===== src/design/life_cell_automaton_step_macros.svh =====
// Assertion macros for the Game of Life stream step: implication checks on one
// clock edge and on the next. Depends on nothing; empty when SYNTHESIS is defined.
`ifndef LIFE_CELL_AUTOMATON_STEP_MACROS_SVH
`define LIFE_CELL_AUTOMATON_STEP_MACROS_SVH
`ifndef SYNTHESIS
`define LCAS_ASSERT_IMPLY(lbl, clk, rstn, ante, cons, msg) \
  lbl: assert property (@(posedge clk) disable iff (!rstn) (ante) |-> (cons)) \
    else $error(msg);
`define LCAS_ASSERT_NEXT(lbl, clk, rstn, ante, cons, msg) \
  lbl: assert property (@(posedge clk) disable iff (!rstn) (ante) |=> (cons)) \
    else $error(msg);
`else
`define LCAS_ASSERT_IMPLY(lbl, clk, rstn, ante, cons, msg)
`define LCAS_ASSERT_NEXT(lbl, clk, rstn, ante, cons, msg)
`endif
`endif


===== src/design/lcas_pkg.sv =====
// Shared types, constants and the B3/S23 rule for the Game of Life stream step.
// Depends on nothing; used by the interfaces' users, the line store and the result queue.
package lcas_pkg;

  localparam int unsigned MAX_COLS_DEF   = 48;
  localparam int unsigned ROW_W          = 12;
  localparam int unsigned ROWCNT_W       = 13;
  localparam int unsigned COLCNT_W       = 6;
  localparam int unsigned CFG_DATA_W     = 13;
  localparam int unsigned RES_FIFO_DEPTH = 8;
  localparam int unsigned RES_ROOM       = 4;

  localparam logic [ROWCNT_W-1:0] ROW_COUNT_RST = 13'd40;
  localparam logic [COLCNT_W-1:0] COL_COUNT_RST = 6'd40;
  localparam logic [ROWCNT_W-1:0] ROW_LIMIT     = 13'd4096;

  typedef enum logic [0:0] {
    CFG_ROW_COUNT = 1'b0,
    CFG_COL_COUNT = 1'b1
  } cfg_reg_e;

  typedef enum logic [0:0] {
    ST_STREAM = 1'b0,
    ST_FLUSH  = 1'b1
  } flush_state_e;

  typedef struct packed {
    logic middle;
    logic upper;
  } line_t;

  typedef struct packed {
    logic next_alive;
    logic end_of_generation;
    logic last_in_run;
  } res_t;

  // Next state of the center cell (bit 4) of a 3x3 window.
  function automatic logic judge(input logic [8:0] win);
    logic [3:0] n;
    n = '0;
    for (int b = 0; b < 9; b++) begin
      if (b != 4) begin
        n = n + 4'(win[b]);
      end
    end
    return (n == 4'd3) || ((n == 4'd2) && win[4]);
  endfunction

endpackage


===== src/design/lcas_in_if.sv =====
// Cell request channel into the Game of Life stream step: valid, ready, alive bit.
// Depends on nothing.
interface lcas_in_if;
  logic valid;
  logic ready;
  logic alive;

  modport source (output valid, output alive, input ready);
  modport sink (input valid, input alive, output ready);
endinterface


===== src/design/lcas_out_if.sv =====
// Result request channel out of the Game of Life stream step.
// Depends on nothing.
interface lcas_out_if;
  logic valid;
  logic ready;
  logic next_alive;
  logic end_of_generation;
  logic last_in_run;

  modport source (output valid, output next_alive, output end_of_generation,
                  output last_in_run, input ready);
  modport sink (input valid, input next_alive, input end_of_generation,
                input last_in_run, output ready);
endinterface


===== src/design/lcas_line_mem.sv =====
// Line store: rows r-2 and r-1 per column, synchronous read, write-first bypass.
// Per-entry valid flops make unwritten entries read as dead. Depends on lcas_pkg.
module lcas_line_mem import lcas_pkg::*; #(
  parameter int unsigned MAX_COLS = MAX_COLS_DEF
) (
  input  logic                        clk_i,
  input  logic                        rst_ni,
  input  logic [$clog2(MAX_COLS)-1:0] rd_addr_i,
  input  logic                        wr_en_i,
  input  logic [$clog2(MAX_COLS)-1:0] wr_addr_i,
  input  line_t                       wr_data_i,
  output line_t                       rd_data_o
);

  line_t               mem_q [MAX_COLS];
  logic [MAX_COLS-1:0] vld_q;
  line_t               rd_raw_q;
  line_t               byp_data_q;
  logic                byp_q;
  logic                rd_vld_q;

  always_ff @(posedge clk_i) begin
    if (wr_en_i) begin
      mem_q[wr_addr_i] <= wr_data_i;
    end
    rd_raw_q   <= mem_q[rd_addr_i];
    byp_data_q <= wr_data_i;
  end

  always_ff @(posedge clk_i or negedge rst_ni) begin
    if (!rst_ni) begin
      vld_q    <= '0;
      byp_q    <= 1'b0;
      rd_vld_q <= 1'b0;
    end else begin
      if (wr_en_i) begin
        vld_q[wr_addr_i] <= 1'b1;
      end
      byp_q    <= wr_en_i && (wr_addr_i == rd_addr_i);
      rd_vld_q <= vld_q[rd_addr_i];
    end
  end

  assign rd_data_o = byp_q ? byp_data_q : (rd_vld_q ? rd_raw_q : '0);

endmodule


===== src/design/lcas_res_fifo.sv =====
// Result queue: takes up to two results a cycle, hands out one a cycle.
// Depends on lcas_pkg.
module lcas_res_fifo import lcas_pkg::*; (
  input  logic                                clk_i,
  input  logic                                rst_ni,
  input  logic [1:0]                          push_cnt_i,
  input  res_t                                push0_i,
  input  res_t                                push1_i,
  input  logic                                pop_i,
  output res_t                                head_o,
  output logic [$clog2(RES_FIFO_DEPTH+1)-1:0] cnt_o
);

  localparam int unsigned PW = $clog2(RES_FIFO_DEPTH);
  localparam int unsigned CW = $clog2(RES_FIFO_DEPTH + 1);

  res_t          ent_q [RES_FIFO_DEPTH];
  logic [PW-1:0] wp_q;
  logic [PW-1:0] wp_d;
  logic [PW-1:0] wp_nx;
  logic [PW-1:0] rp_q;
  logic [CW-1:0] cnt_q;
  logic [CW-1:0] cnt_d;

  assign wp_nx = wp_q + 1'b1;

  always_comb begin
    wp_d  = wp_q + PW'(push_cnt_i);
    cnt_d = cnt_q + CW'(push_cnt_i) - CW'(pop_i);
  end

  always_ff @(posedge clk_i) begin
    if (push_cnt_i != 2'd0) begin
      ent_q[wp_q] <= push0_i;
    end
    if (push_cnt_i == 2'd2) begin
      ent_q[wp_nx] <= push1_i;
    end
  end

  always_ff @(posedge clk_i or negedge rst_ni) begin
    if (!rst_ni) begin
      wp_q  <= '0;
      rp_q  <= '0;
      cnt_q <= '0;
    end else begin
      wp_q  <= wp_d;
      cnt_q <= cnt_d;
      if (pop_i) begin
        rp_q <= rp_q + 1'b1;
      end
    end
  end

  assign head_o = ent_q[rp_q];
  assign cnt_o  = cnt_q;

endmodule


===== src/design/life_cell_automaton_step.sv =====
// Game of Life (B3/S23) generation step over a raster cell stream. One cell is taken
// per clock while streaming; the result for cell (r-1,c-1) leaves with cell (r,c), and
// the end of each row adds the row's last result. After the last cell of a generation
// the block takes no cell while it reads the line store one column per cycle (when the
// queue has room) to flush the last row through its single read port. Results wait in
// an 8-entry queue and leave at one per cycle while the receiver is ready; cells stall
// when that queue backs up and during the flush. The line store needs no clearing pass
// after reset. Depends on lcas_pkg, lcas_in_if, lcas_out_if, lcas_line_mem and lcas_res_fifo.
`include "life_cell_automaton_step_macros.svh"

module life_cell_automaton_step import lcas_pkg::*; #(
  parameter int unsigned MAX_COLS = MAX_COLS_DEF
) (
  input  logic                  clk_i,
  input  logic                  rst_ni,
  lcas_in_if.sink               cell_in,
  lcas_out_if.source            cell_out,
  input  logic                  cfg_we_i,
  input  cfg_reg_e              cfg_idx_i,
  input  logic [CFG_DATA_W-1:0] cfg_data_i
);

  localparam int unsigned COL_W = $clog2(MAX_COLS);
  localparam int unsigned FK_W  = $clog2(MAX_COLS + 1);
  localparam int unsigned CW    = $clog2(RES_FIFO_DEPTH + 1);
  localparam logic [COLCNT_W:0] MAX_COLS_V = (COLCNT_W + 1)'(MAX_COLS);

  typedef struct packed {
    logic             flush;
    logic             alive;
    logic [COL_W-1:0] addr;
    logic             row0;
    logic             col0;
    logic             row_end;
    logic             frame_end;
    logic             k_first;
    logic             dead;
  } stage_t;

  logic [ROWCNT_W-1:0] row_count_q;
  logic [COLCNT_W-1:0] col_count_q;
  logic [ROW_W-1:0]    rows_m1;
  logic [COL_W-1:0]    cols_m1;
  logic [FK_W-1:0]     cols_fk;

  logic [ROW_W-1:0]    row_q;
  logic [COL_W-1:0]    col_q;
  logic                row_end;
  logic                frame_end;

  flush_state_e        state_q;
  flush_state_e        state_d;
  logic [FK_W-1:0]     fk_q;
  logic [FK_W-1:0]     fk_d;
  logic                in_ready;
  logic                tok_issue;
  logic                accept;
  logic                room;

  stage_t              s1_d;
  stage_t              s1_q;
  logic                s1_vld_d;
  logic                s1_vld_q;

  line_t               line_rd;
  line_t               line_wd;
  logic                line_we;
  logic                top_bit;
  logic [2:0]          new_col;
  logic [8:0]          win_d;
  logic [8:0]          win_q;
  logic [1:0]          fcol;
  logic [5:0]          fwin_d;
  logic [5:0]          fwin_q;
  logic [8:0]          fwin9;
  logic                va;
  logic                vb;
  res_t                res_a;
  res_t                res_b;
  res_t                res_f;
  logic [1:0]          push_cnt;
  res_t                push0;
  res_t                push1;

  res_t                head;
  logic [CW-1:0]       fifo_cnt;
  logic                pop;

  // Clamp the configured counts.
  always_comb begin
    if (row_count_q == '0) begin
      rows_m1 = '0;
    end else if (row_count_q >= ROW_LIMIT) begin
      rows_m1 = ROW_W'(ROW_LIMIT - 1'b1);
    end else begin
      rows_m1 = ROW_W'(row_count_q - 1'b1);
    end
    if (col_count_q == '0) begin
      cols_m1 = '0;
    end else if ({1'b0, col_count_q} > MAX_COLS_V) begin
      cols_m1 = COL_W'(MAX_COLS - 1);
    end else begin
      cols_m1 = COL_W'(col_count_q - 1'b1);
    end
    cols_fk = FK_W'(cols_m1) + FK_W'(1);
  end

  assign row_end   = col_q >= cols_m1;
  assign frame_end = row_end && (row_q >= rows_m1);
  assign room      = fifo_cnt <= CW'(RES_FIFO_DEPTH - RES_ROOM);
  assign accept    = cell_in.valid && in_ready;
  assign cell_in.ready = in_ready;

  always_comb begin
    state_d   = state_q;
    fk_d      = fk_q;
    in_ready  = 1'b0;
    tok_issue = 1'b0;
    case (state_q)
      ST_STREAM: begin
        in_ready = room;
        if (cell_in.valid && room && frame_end) begin
          state_d = ST_FLUSH;
          fk_d    = '0;
        end
      end
      ST_FLUSH: begin
        if (room) begin
          tok_issue = 1'b1;
          fk_d      = fk_q + 1'b1;
          if (fk_q == cols_fk) begin
            state_d = ST_STREAM;
          end
        end
      end
      default: begin
        state_d = ST_STREAM;
      end
    endcase
  end

  always_ff @(posedge clk_i or negedge rst_ni) begin
    if (!rst_ni) begin
      state_q     <= ST_STREAM;
      fk_q        <= '0;
      row_q       <= '0;
      col_q       <= '0;
      s1_vld_q    <= 1'b0;
      row_count_q <= ROW_COUNT_RST;
      col_count_q <= COL_COUNT_RST;
    end else begin
      state_q  <= state_d;
      fk_q     <= fk_d;
      s1_vld_q <= s1_vld_d;
      if (accept) begin
        if (frame_end) begin
          row_q <= '0;
          col_q <= '0;
        end else if (row_end) begin
          row_q <= row_q + 1'b1;
          col_q <= '0;
        end else begin
          col_q <= col_q + 1'b1;
        end
      end
      if (cfg_we_i) begin
        case (cfg_idx_i)
          CFG_ROW_COUNT: row_count_q <= cfg_data_i[ROWCNT_W-1:0];
          CFG_COL_COUNT: col_count_q <= cfg_data_i[COLCNT_W-1:0];
          default: ;
        endcase
      end
    end
  end

  // Issue stage: a cell or a flush column, read address goes to the line store.
  always_comb begin
    s1_d     = '0;
    s1_vld_d = accept || tok_issue;
    if (tok_issue) begin
      s1_d.flush   = 1'b1;
      s1_d.k_first = fk_q == '0;
      s1_d.dead    = fk_q == cols_fk;
      s1_d.addr    = (fk_q == cols_fk) ? '0 : COL_W'(fk_q);
    end else begin
      s1_d.alive     = cell_in.alive;
      s1_d.addr      = col_q;
      s1_d.row0      = row_q == '0;
      s1_d.col0      = col_q == '0;
      s1_d.row_end   = row_end;
      s1_d.frame_end = frame_end;
    end
  end

  always_ff @(posedge clk_i) begin
    s1_q <= s1_d;
    if (s1_vld_q && !s1_q.flush) begin
      win_q <= win_d;
    end
    if (s1_vld_q && s1_q.flush) begin
      fwin_q <= fwin_d;
    end
  end

  lcas_line_mem #(
    .MAX_COLS (MAX_COLS)
  ) u_line_mem (
    .clk_i     (clk_i),
    .rst_ni    (rst_ni),
    .rd_addr_i (s1_d.addr),
    .wr_en_i   (line_we),
    .wr_addr_i (s1_q.addr),
    .wr_data_i (line_wd),
    .rd_data_o (line_rd)
  );

  // Judge stage: shift the window, write the line back, form results.
  always_comb begin
    top_bit        = s1_q.row0 ? 1'b0 : line_rd.upper;
    new_col        = {s1_q.alive, line_rd.middle, top_bit};
    win_d          = s1_q.col0 ? {new_col, 6'b0} : {new_col, win_q[8:3]};
    line_we        = s1_vld_q && !s1_q.flush;
    line_wd.middle = s1_q.alive;
    line_wd.upper  = s1_q.row0 ? 1'b0 : line_rd.middle;

    fcol   = s1_q.dead ? 2'b00 : {line_rd.middle, line_rd.upper};
    fwin_d = s1_q.k_first ? {fcol, 4'b0} : {fcol, fwin_q[5:2]};
    fwin9  = {1'b0, fwin_d[5:4], 1'b0, fwin_d[3:2], 1'b0, fwin_d[1:0]};

    va = !s1_q.row0 && !s1_q.col0;
    vb = !s1_q.row0 && s1_q.row_end;

    res_a = '{next_alive: judge(win_d), end_of_generation: 1'b0,
              last_in_run: !s1_q.row_end};
    res_b = '{next_alive: judge({3'b000, win_d[8:3]}), end_of_generation: 1'b0,
              last_in_run: !s1_q.frame_end};
    res_f = '{next_alive: judge(fwin9), end_of_generation: s1_q.dead,
              last_in_run: s1_q.dead};

    push_cnt = 2'd0;
    push0    = res_b;
    push1    = res_b;
    if (s1_vld_q) begin
      if (s1_q.flush) begin
        push_cnt = {1'b0, !s1_q.k_first};
        push0    = res_f;
      end else begin
        push_cnt = 2'(va) + 2'(vb);
        push0    = va ? res_a : res_b;
      end
    end
  end

  lcas_res_fifo u_res_fifo (
    .clk_i      (clk_i),
    .rst_ni     (rst_ni),
    .push_cnt_i (push_cnt),
    .push0_i    (push0),
    .push1_i    (push1),
    .pop_i      (pop),
    .head_o     (head),
    .cnt_o      (fifo_cnt)
  );

  assign cell_out.valid             = fifo_cnt != '0;
  assign cell_out.next_alive        = head.next_alive;
  assign cell_out.end_of_generation = head.end_of_generation;
  assign cell_out.last_in_run       = head.last_in_run;
  assign pop = cell_out.valid && cell_out.ready;

  `LCAS_ASSERT_IMPLY(a_fifo_bound, clk_i, rst_ni, 1'b1, fifo_cnt <= CW'(RES_FIFO_DEPTH), "result queue overflow")
  `LCAS_ASSERT_NEXT(a_flush_start, clk_i, rst_ni, accept && frame_end, state_q == ST_FLUSH && fk_q == '0, "flush did not start after last cell")
  `LCAS_ASSERT_IMPLY(a_flush_single, clk_i, rst_ni, s1_vld_q && s1_q.flush, push_cnt <= 2'd1 && !line_we, "flush column pushed two results or wrote the line store")

endmodule

===== src/flat_wrapper.sv =====
// flat-port wrapper written by rule: the top's interface ports become plain ports
module life_cell_automaton_step_flat import lcas_pkg::*;
#(
  parameter int unsigned MAX_COLS = MAX_COLS_DEF
)
  (clk_i, rst_ni, cfg_we_i, cfg_idx_i, cfg_data_i, cell_in_valid, cell_in_alive, cell_in_ready, cell_out_valid, cell_out_next_alive, cell_out_end_of_generation, cell_out_last_in_run, cell_out_ready);
  lcas_in_if cell_in_i ();
  lcas_out_if cell_out_i ();
  input  logic clk_i;
  input  logic rst_ni;
  input  logic cfg_we_i;
  input  cfg_reg_e cfg_idx_i;
  input  logic [CFG_DATA_W-1:0] cfg_data_i;
  input wire logic [$bits(cell_in_i.valid)-1:0] cell_in_valid;
  input wire logic [$bits(cell_in_i.alive)-1:0] cell_in_alive;
  output wire logic [$bits(cell_in_i.ready)-1:0] cell_in_ready;
  output wire logic [$bits(cell_out_i.valid)-1:0] cell_out_valid;
  output wire logic [$bits(cell_out_i.next_alive)-1:0] cell_out_next_alive;
  output wire logic [$bits(cell_out_i.end_of_generation)-1:0] cell_out_end_of_generation;
  output wire logic [$bits(cell_out_i.last_in_run)-1:0] cell_out_last_in_run;
  input wire logic [$bits(cell_out_i.ready)-1:0] cell_out_ready;
  assign cell_in_i.valid = cell_in_valid;
  assign cell_in_i.alive = cell_in_alive;
  assign cell_in_ready = cell_in_i.ready;
  assign cell_out_valid = cell_out_i.valid;
  assign cell_out_next_alive = cell_out_i.next_alive;
  assign cell_out_end_of_generation = cell_out_i.end_of_generation;
  assign cell_out_last_in_run = cell_out_i.last_in_run;
  assign cell_out_i.ready = cell_out_ready;
  life_cell_automaton_step #(.MAX_COLS(MAX_COLS)) u_core (.clk_i(clk_i), .rst_ni(rst_ni), .cell_in(cell_in_i), .cell_out(cell_out_i), .cfg_we_i(cfg_we_i), .cfg_idx_i(cfg_idx_i), .cfg_data_i(cfg_data_i));
endmodule

===== config.mk =====
export PLATFORM = sky130hd
export DESIGN_NAME = life_cell_automaton_step_flat
export DESIGN_NICKNAME = d
export VERILOG_FILES = /design/src/design/lcas_pkg.sv /design/src/design/lcas_in_if.sv /design/src/design/lcas_out_if.sv /design/src/design/lcas_line_mem.sv /design/src/design/lcas_res_fifo.sv /design/src/design/life_cell_automaton_step.sv /design/src/flat_wrapper.sv
export VERILOG_INCLUDE_DIRS = /design/src /design/src/design
export SDC_FILE = /design/constraint.sdc
export NUM_CORES = 1
export LEC_CHECK = 0
export ABC_CLOCK_PERIOD_IN_PS = 12000
export BUFFER_PORTS_ARGS = -buffer_cell sky130_fd_sc_hd__buf_4
export CAP_MARGIN = 40
export CORE_MARGIN = 4
export CORE_UTILIZATION = 40
export DETAILED_ROUTE_END_ITERATION = 10
export PLACE_DENSITY = 0.55
export SLEW_MARGIN = 10
export SYNTH_ARGS = -nofsm -noshare
export SYNTH_HDL_FRONTEND = slang
export SYNTH_HIERARCHICAL = 1
export SYNTH_SLANG_ARGS = --single-unit

===== constraint.sdc =====
create_clock -name clk_i -period 12 [get_ports clk_i]
set_clock_uncertainty 0.1 [all_clocks]
set_input_delay 0.6 -clock clk_i [delete_from_list [all_inputs] [get_ports clk_i]]
set_output_delay 0.6 -clock clk_i [all_outputs]
set_load 0.1 [all_outputs]

## Word-level counts from Yosys, hierarchy flattened

Memory sizes are Yosys's and may differ from the RTL's. A register that Yosys moved wholly into a read port is not among the register bits.
Index checks and enable logic that the tools add are counted.

| operators by class | value |
|---|---|
| $add $sub $neg | 27 |
| magnitude comparators | 8 |
| eq/ne operators | 11 |
| multiplexer cells | 43 |
| bitwise logic cells | 3 |
| reduce and logical (&&, ||, !) cells | 36 |

Operators with widths:

| kind | count |
|---|---|
| $mux W6 | 9 |
| $add A4 B1 Y4 | 12 |
| $mux W12 | 4 |
| $or A48 B48 Y48 | 1 |
| $eq A4 B2 Y1 const B | 6 |
| $add A6 B1 Y6 const B | 3 |
| $logic_not A6 Y1 | 3 |
| $mux W1 | 17 |
| $logic_and A1 B1 Y1 | 14 |
| $lt A6 B7 Y1 const B | 2 |
| $ge A13 B13 Y1 const B | 1 |
| $logic_not A13 Y1 | 1 |
| $add A12 B1 Y12 const B | 1 |
| $eq A6 B6 Y1 | 2 |
| $ge A12 B12 Y1 | 1 |
| $logic_not A12 Y1 | 1 |
| $pmux W6 S2 | 1 |
| $sub A12 B1 Y12 const B | 1 |
| $mux W2 | 5 |
| $mux W3 | 3 |
| $add A1 B1 Y2 | 4 |
| $reduce_and A2 Y1 | 4 |
| $add A3 B1 Y3 const B | 2 |
| $bmux W1 S6 | 1 |
| other kinds (19) | 29 |

| storage, ports and cells | value |
|---|---|
| flip-flop bits (word level) | 136 |
| memory bits (writable) | 120 |
| input bits | 20 |
| output and inout port bits | 5 |
| logic and storage cells | 156 |
| memories | 2 |

Memories:

| name | words | bits a word | read ports | clocked after Yosys merged registers in | wr ports | line | text |
|---|---|---|---|---|---|---|---|
| u_core.u_line_mem.mem_q | 48 | 2 | 1 | 1 | 1 | lcas_line_mem.sv:15 | `line_t mem_q [MAX_COLS];` |
| u_core.u_res_fifo.ent_q | 8 | 3 | 1 | 0 | 2 | lcas_res_fifo.sv:17 | `res_t ent_q [RES_FIFO_DEPTH];` |

## Logic depth before layout (Yosys ltp)

| depth | value |
|---|---|
| depth after elaboration | 14 |
| gate-level depth with buffers | 20 |
| mapped depth without buffers | 17 |

## Hierarchy

The synthesis kept the hierarchy.

Modules (own cells, without submodules):

| module | times used | cells an instance | area each (um^2) | sequential area each (um^2) |
|---|---|---|---|---|
| lcas_line_mem | 1 | 416 | 6286.0 | 4214.0 |
| life_cell_automaton_step | 1 | 468 | 4446.8 | 1711.6 |
| lcas_res_fifo | 1 | 125 | 1893.1 | 970.9 |

## Least setup slack after synthesis

Ideal clock, no wire load.

| path | value |
|---|---|
| path kind | register to register |
| start | reg u_core.s1_q (netlist bit u_core/line_wd[1]) |
| end | mem u_core/u_res_fifo/ent_q[0][2] in the netlist's numbering, data pin |
| setup time | 0.260 ns |
| arrival | 3.951 ns |
| required time | 11.640 ns |
| setup slack | 7.689 ns |
| cell stages (with the launch flop) | 11 |
| path buffers | 0 |
| period minus slack after synthesis | 4.311 ns |
| path through | dfxtp_1 fa_1 fa_1 inv_1 fa_1 inv_1 ha_1 fa_1 o2111a_1 a221o_1 mux2_2 |

RTL lines:

| element | line | text |
|---|---|---|
| from (decl) | life_cell_automaton_step.sv:61 | `stage_t s1_q;` |
| from (signal assigned) | life_cell_automaton_step.sv:196 | `s1_q <= s1_d;` |
| to (decl) | lcas_res_fifo.sv:17 |  |

==> impl_metrics.toml <==
[clock_network]
cts_max_level = 1
cts_tree = "built"
worstSkewPairLatency_ps = 530
cts_root_buffer = "clkbuf_16"
cts_num_sinks = 253
clock_path_buffers = 3
numCtsBuffers = 27
cts_resized = 0
path_clk_slew_ps = 60

[critical_path]
required_ps = 12280
end_kind = "flop"
critPathArrivalTime_ps = 5000
startpoint_type = "flop"
setup.worst_path.class = "flop to flop"
r2r_cells = 18
critPathMaxFanout = 11

[floorplanning]
row_count = 64
die_area_um2 = 34470
core-area_um2 = 30830
ios = 25
die_y_um = 185.7
initial_core_util_pct = 40.95
die_w_um = 185.7

[grt]
grt-ovfl-total = 0
grt_pass1_vias = 8048
grt_antenna_before_repair = 0
grt_max_degree = 53
grt_pass1_wl_mm = 44.56
grt_use_total_pct = 15.99

[min_path]
hold_depth = 3
hold_path_class = "primary input to flop"

[sta]
max_slew_margin_pct = 44.78
max_slew.worst_pin.slew_ps = 819.7
rsz0062_at_grt = "no"
setup_violations = 0
min_period_ps = 4715
max_freq_mhz = 212.1
finalHoldViolCount = 0
fin_crit_sh_pct = 39.29
tns_ps = 0
slew_violations = 0

[synthesis]
synth_edf_count = 130
synth_top_flop_cell = "edfxtp_1"
synth_area_um2 = 12630
avgSynthCellArea_um2 = 12.51
synth.distinct_cells = 77
ys_warn_count = 6
ys_ff_latch = 253
ys_seq_area_share_pct = 54.62
ys_async_sr_fraction_pct = 41.50
syn_inst = 1009

[finish]
n_fill_cell = 2772
drive_gt1_share_pct = 19.85
stdcell_area_um2 = 14250
final_net_count = 1115
area_delta_synth_final_pct = 12.87
layout_commonest_cell = "edfxtp_1"
fin_cells = 1460
final_cell_mix = "edfxtp_1 (130), dfrtp_1 (101), nor2_1 (95)"

[power]
p_comb_share_pct = 34.6
ir_worst_vdd_v = 0.0001582
switching_share_pct = 34.33
switchingPower_mw = 1.097
power.density_nw_per_um2 = 224.2
p_seq_share_pct = 37.4
leakage_nw = 5.809
clock_power_share_pct = 28.0
power.internal_mw = 2.098

[place]
placedCellCount = 1408
hpwl_mm = 18.58
placed_area_um2 = 13270
place_congestion = 0.7817
portBuffers = 24

[status]
status = "completed"

[detailed_routing]
via_count = 7816
drt_iter0_drc = 500
routedWlPerCell_um = 18.32
remaining_drc_errors = 0
detail_route.vias_per_cell = 5.353
wl_mm = 26.75
antenna_left = 0
firstDrtPassIters = 5

[flow_run]
cap_viol_max_count = 0
-- power groups by stage --
stage	clock [mW]	sequential, mW	combinational [mW]
2_1_floorplan	0	1.15	0.901
3_3_place_gp	0	1.21	1.07
3_5_place_dp	0	1.21	1.11
4_1_cts	0.920	1.20	1.12
5_1_grt	0.957	1.21	1.24
6_report	0.895	1.19	1.10
-- repair_timing --
| action | in CTS | in global routing |
|---|---|---|
| endpoints found under the hold margin | 37 | 0 |
| hold buffers | 1 | 0 |
| buffers inserted | 0 | 0 |
| endpoints found under the setup margin | 0 | 0 |
-- Yosys cell counts, types with 6 or more instances --
master | number | share of area (%)
a21oi_1 | 23 | 0.91
a221oi_1 | 7 | 0.49
a22o_1 | 7 | 0.49
and2_1 | 8 | 0.40
and3_1 | 11 | 0.55
buf_6 | 6 | 0.54
clkbuf_1 | 24 | 0.71
dfrtp_1 | 101 | 20
dfxtp_1 | 18 | 2.9
edfxtp_1 | 130 | 31
fa_1 | 10 | 1.6
ha_1 | 42 | 4.2
inv_1 | 42 | 1.2
mux2_2 | 45 | 4.0
mux2i_1 | 41 | 3.3
mux4_1 | 16 | 3.3
mux4_2 | 10 | 1.8
nand2_1 | 57 | 1.7
nand2b_1 | 25 | 1.2
nand3_1 | 12 | 0.48
nand4_1 | 7 | 0.35
nor2_1 | 95 | 2.8
nor2b_1 | 21 | 1.0
nor3_1 | 9 | 0.36
nor4_1 | 6 | 0.30
o21ai_0 | 39 | 1.5
o22ai_1 | 10 | 0.50
or2_2 | 46 | 2.3
xnor2_1 | 19 | 1.3
xor2_1 | 20 | 1.4
-- logic make-up (layout without fill, tap and decap cells) --
kind of cell             count (synthesis)  after routing  synth area share [%]
multiplexers                           112            112                 12.38
XOR/XNOR                                41             41                 2.963
AO/OA/AOI/OAI                          136            136                 7.452
other                                    1              9               0.02970
adder cells (fa/ha/maj)                 52             52                 5.748
buffers and inverters                   86            133                 3.191
AND/OR/NAND/NOR                        328            328                 13.62
flip-flops                             253            253                 54.62
-- layout make-up --
cell class / count / area [um^2] / area share (%)
clock inverters: 15 / 210.2 / 1.475
flip-flops and latches: 253 / 6897 / 48.39
repair buffers: 40 / 334.1 / 2.344
diodes: 1 / 2.502 / 0.01756
clock buffers: 34 / 753.2 / 5.285
inverters: 44 / 165.2 / 1.159
well taps: 396 / 495.5 / 3.477
multi-input cells: 677 / 5394 / 37.85
-- per-layer routing --
layer,vias up,global-route usage (%),part of all wire [%]
li1,3734,-,-
met1,3918,23.47,49
met2,132,25.81,46
met3,32,2.267,3.6
met4,0,2.944,1.4
met5,-,0,0
-- worst max-delay path: stages, from the launching register on --
cell and delay, ps:
dfrtp_1 440, inv_1 120, ha_1 240, nor3b_1 390, o21ai_1 190, a2bb2oi_4 200
inv_2 60, ha_1 220, xnor2_1 140, xnor2_1 130, nand3_1 100, and4bb_4 230
o21ai_2 500, buf_6 230, nor2b_1 570, a22o_1 250, a221oi_1 60, o22ai_1 280
o41ai_2 110
-- registers in the layout, indices dropped and copies added (netlist names), 12 cells and up --
register / count
u_core/row_count_q: 13
u_core/row_q: 12
u_core/s1_q: 12
u_core/u_line_mem/mem_q: 96
u_core/u_line_mem/vld_q: 48
u_core/u_res_fifo/ent_q: 24
-- path summary, 6_finish.rpt --
kind	start	to	slack [ps]
max reg2reg	u_core/col_count_q[0]$_DFFE_PN0P_	u_core/u_line_mem/rd_raw_q[1]$_DFF_P_	7280
min	cfg_data_i[0]	u_core/row_count_q[0]$_DFFE_PN0P_	200
min in group asynchronous	rst_ni	u_core/u_line_mem/vld_q[0]$_DFFE_PN0P_	510
max	u_core/col_count_q[0]$_DFFE_PN0P_	u_core/u_line_mem/rd_raw_q[1]$_DFF_P_	7280
max in group asynchronous	rst_ni	u_core/row_count_q[5]$_DFFE_PN1P_	10150
min reg2reg	u_core/u_line_mem/vld_q[13]$_DFFE_PN0P_	u_core/u_line_mem/vld_q[13]$_DFFE_PN0P_	360
-- per-stage QoR --
step / power, mW / hold slack, ps / worst slack, ps / utilization, %
after floorplan: 2.046 / 204.4 / 7689 / -
after global placement: 2.284 / 349.9 / 7079 / 42.79
after detailed placement: 2.324 / 347.1 / 7299 / 43.04
after CTS: 3.232 / 180.4 / 7276 / 46.20
after global routing: 3.408 / 188.5 / 6881 / 46.22
final: 3.195 / 199.6 / 7285 / 46.23
Note: power is estimated with default switching activity, not from simulation.
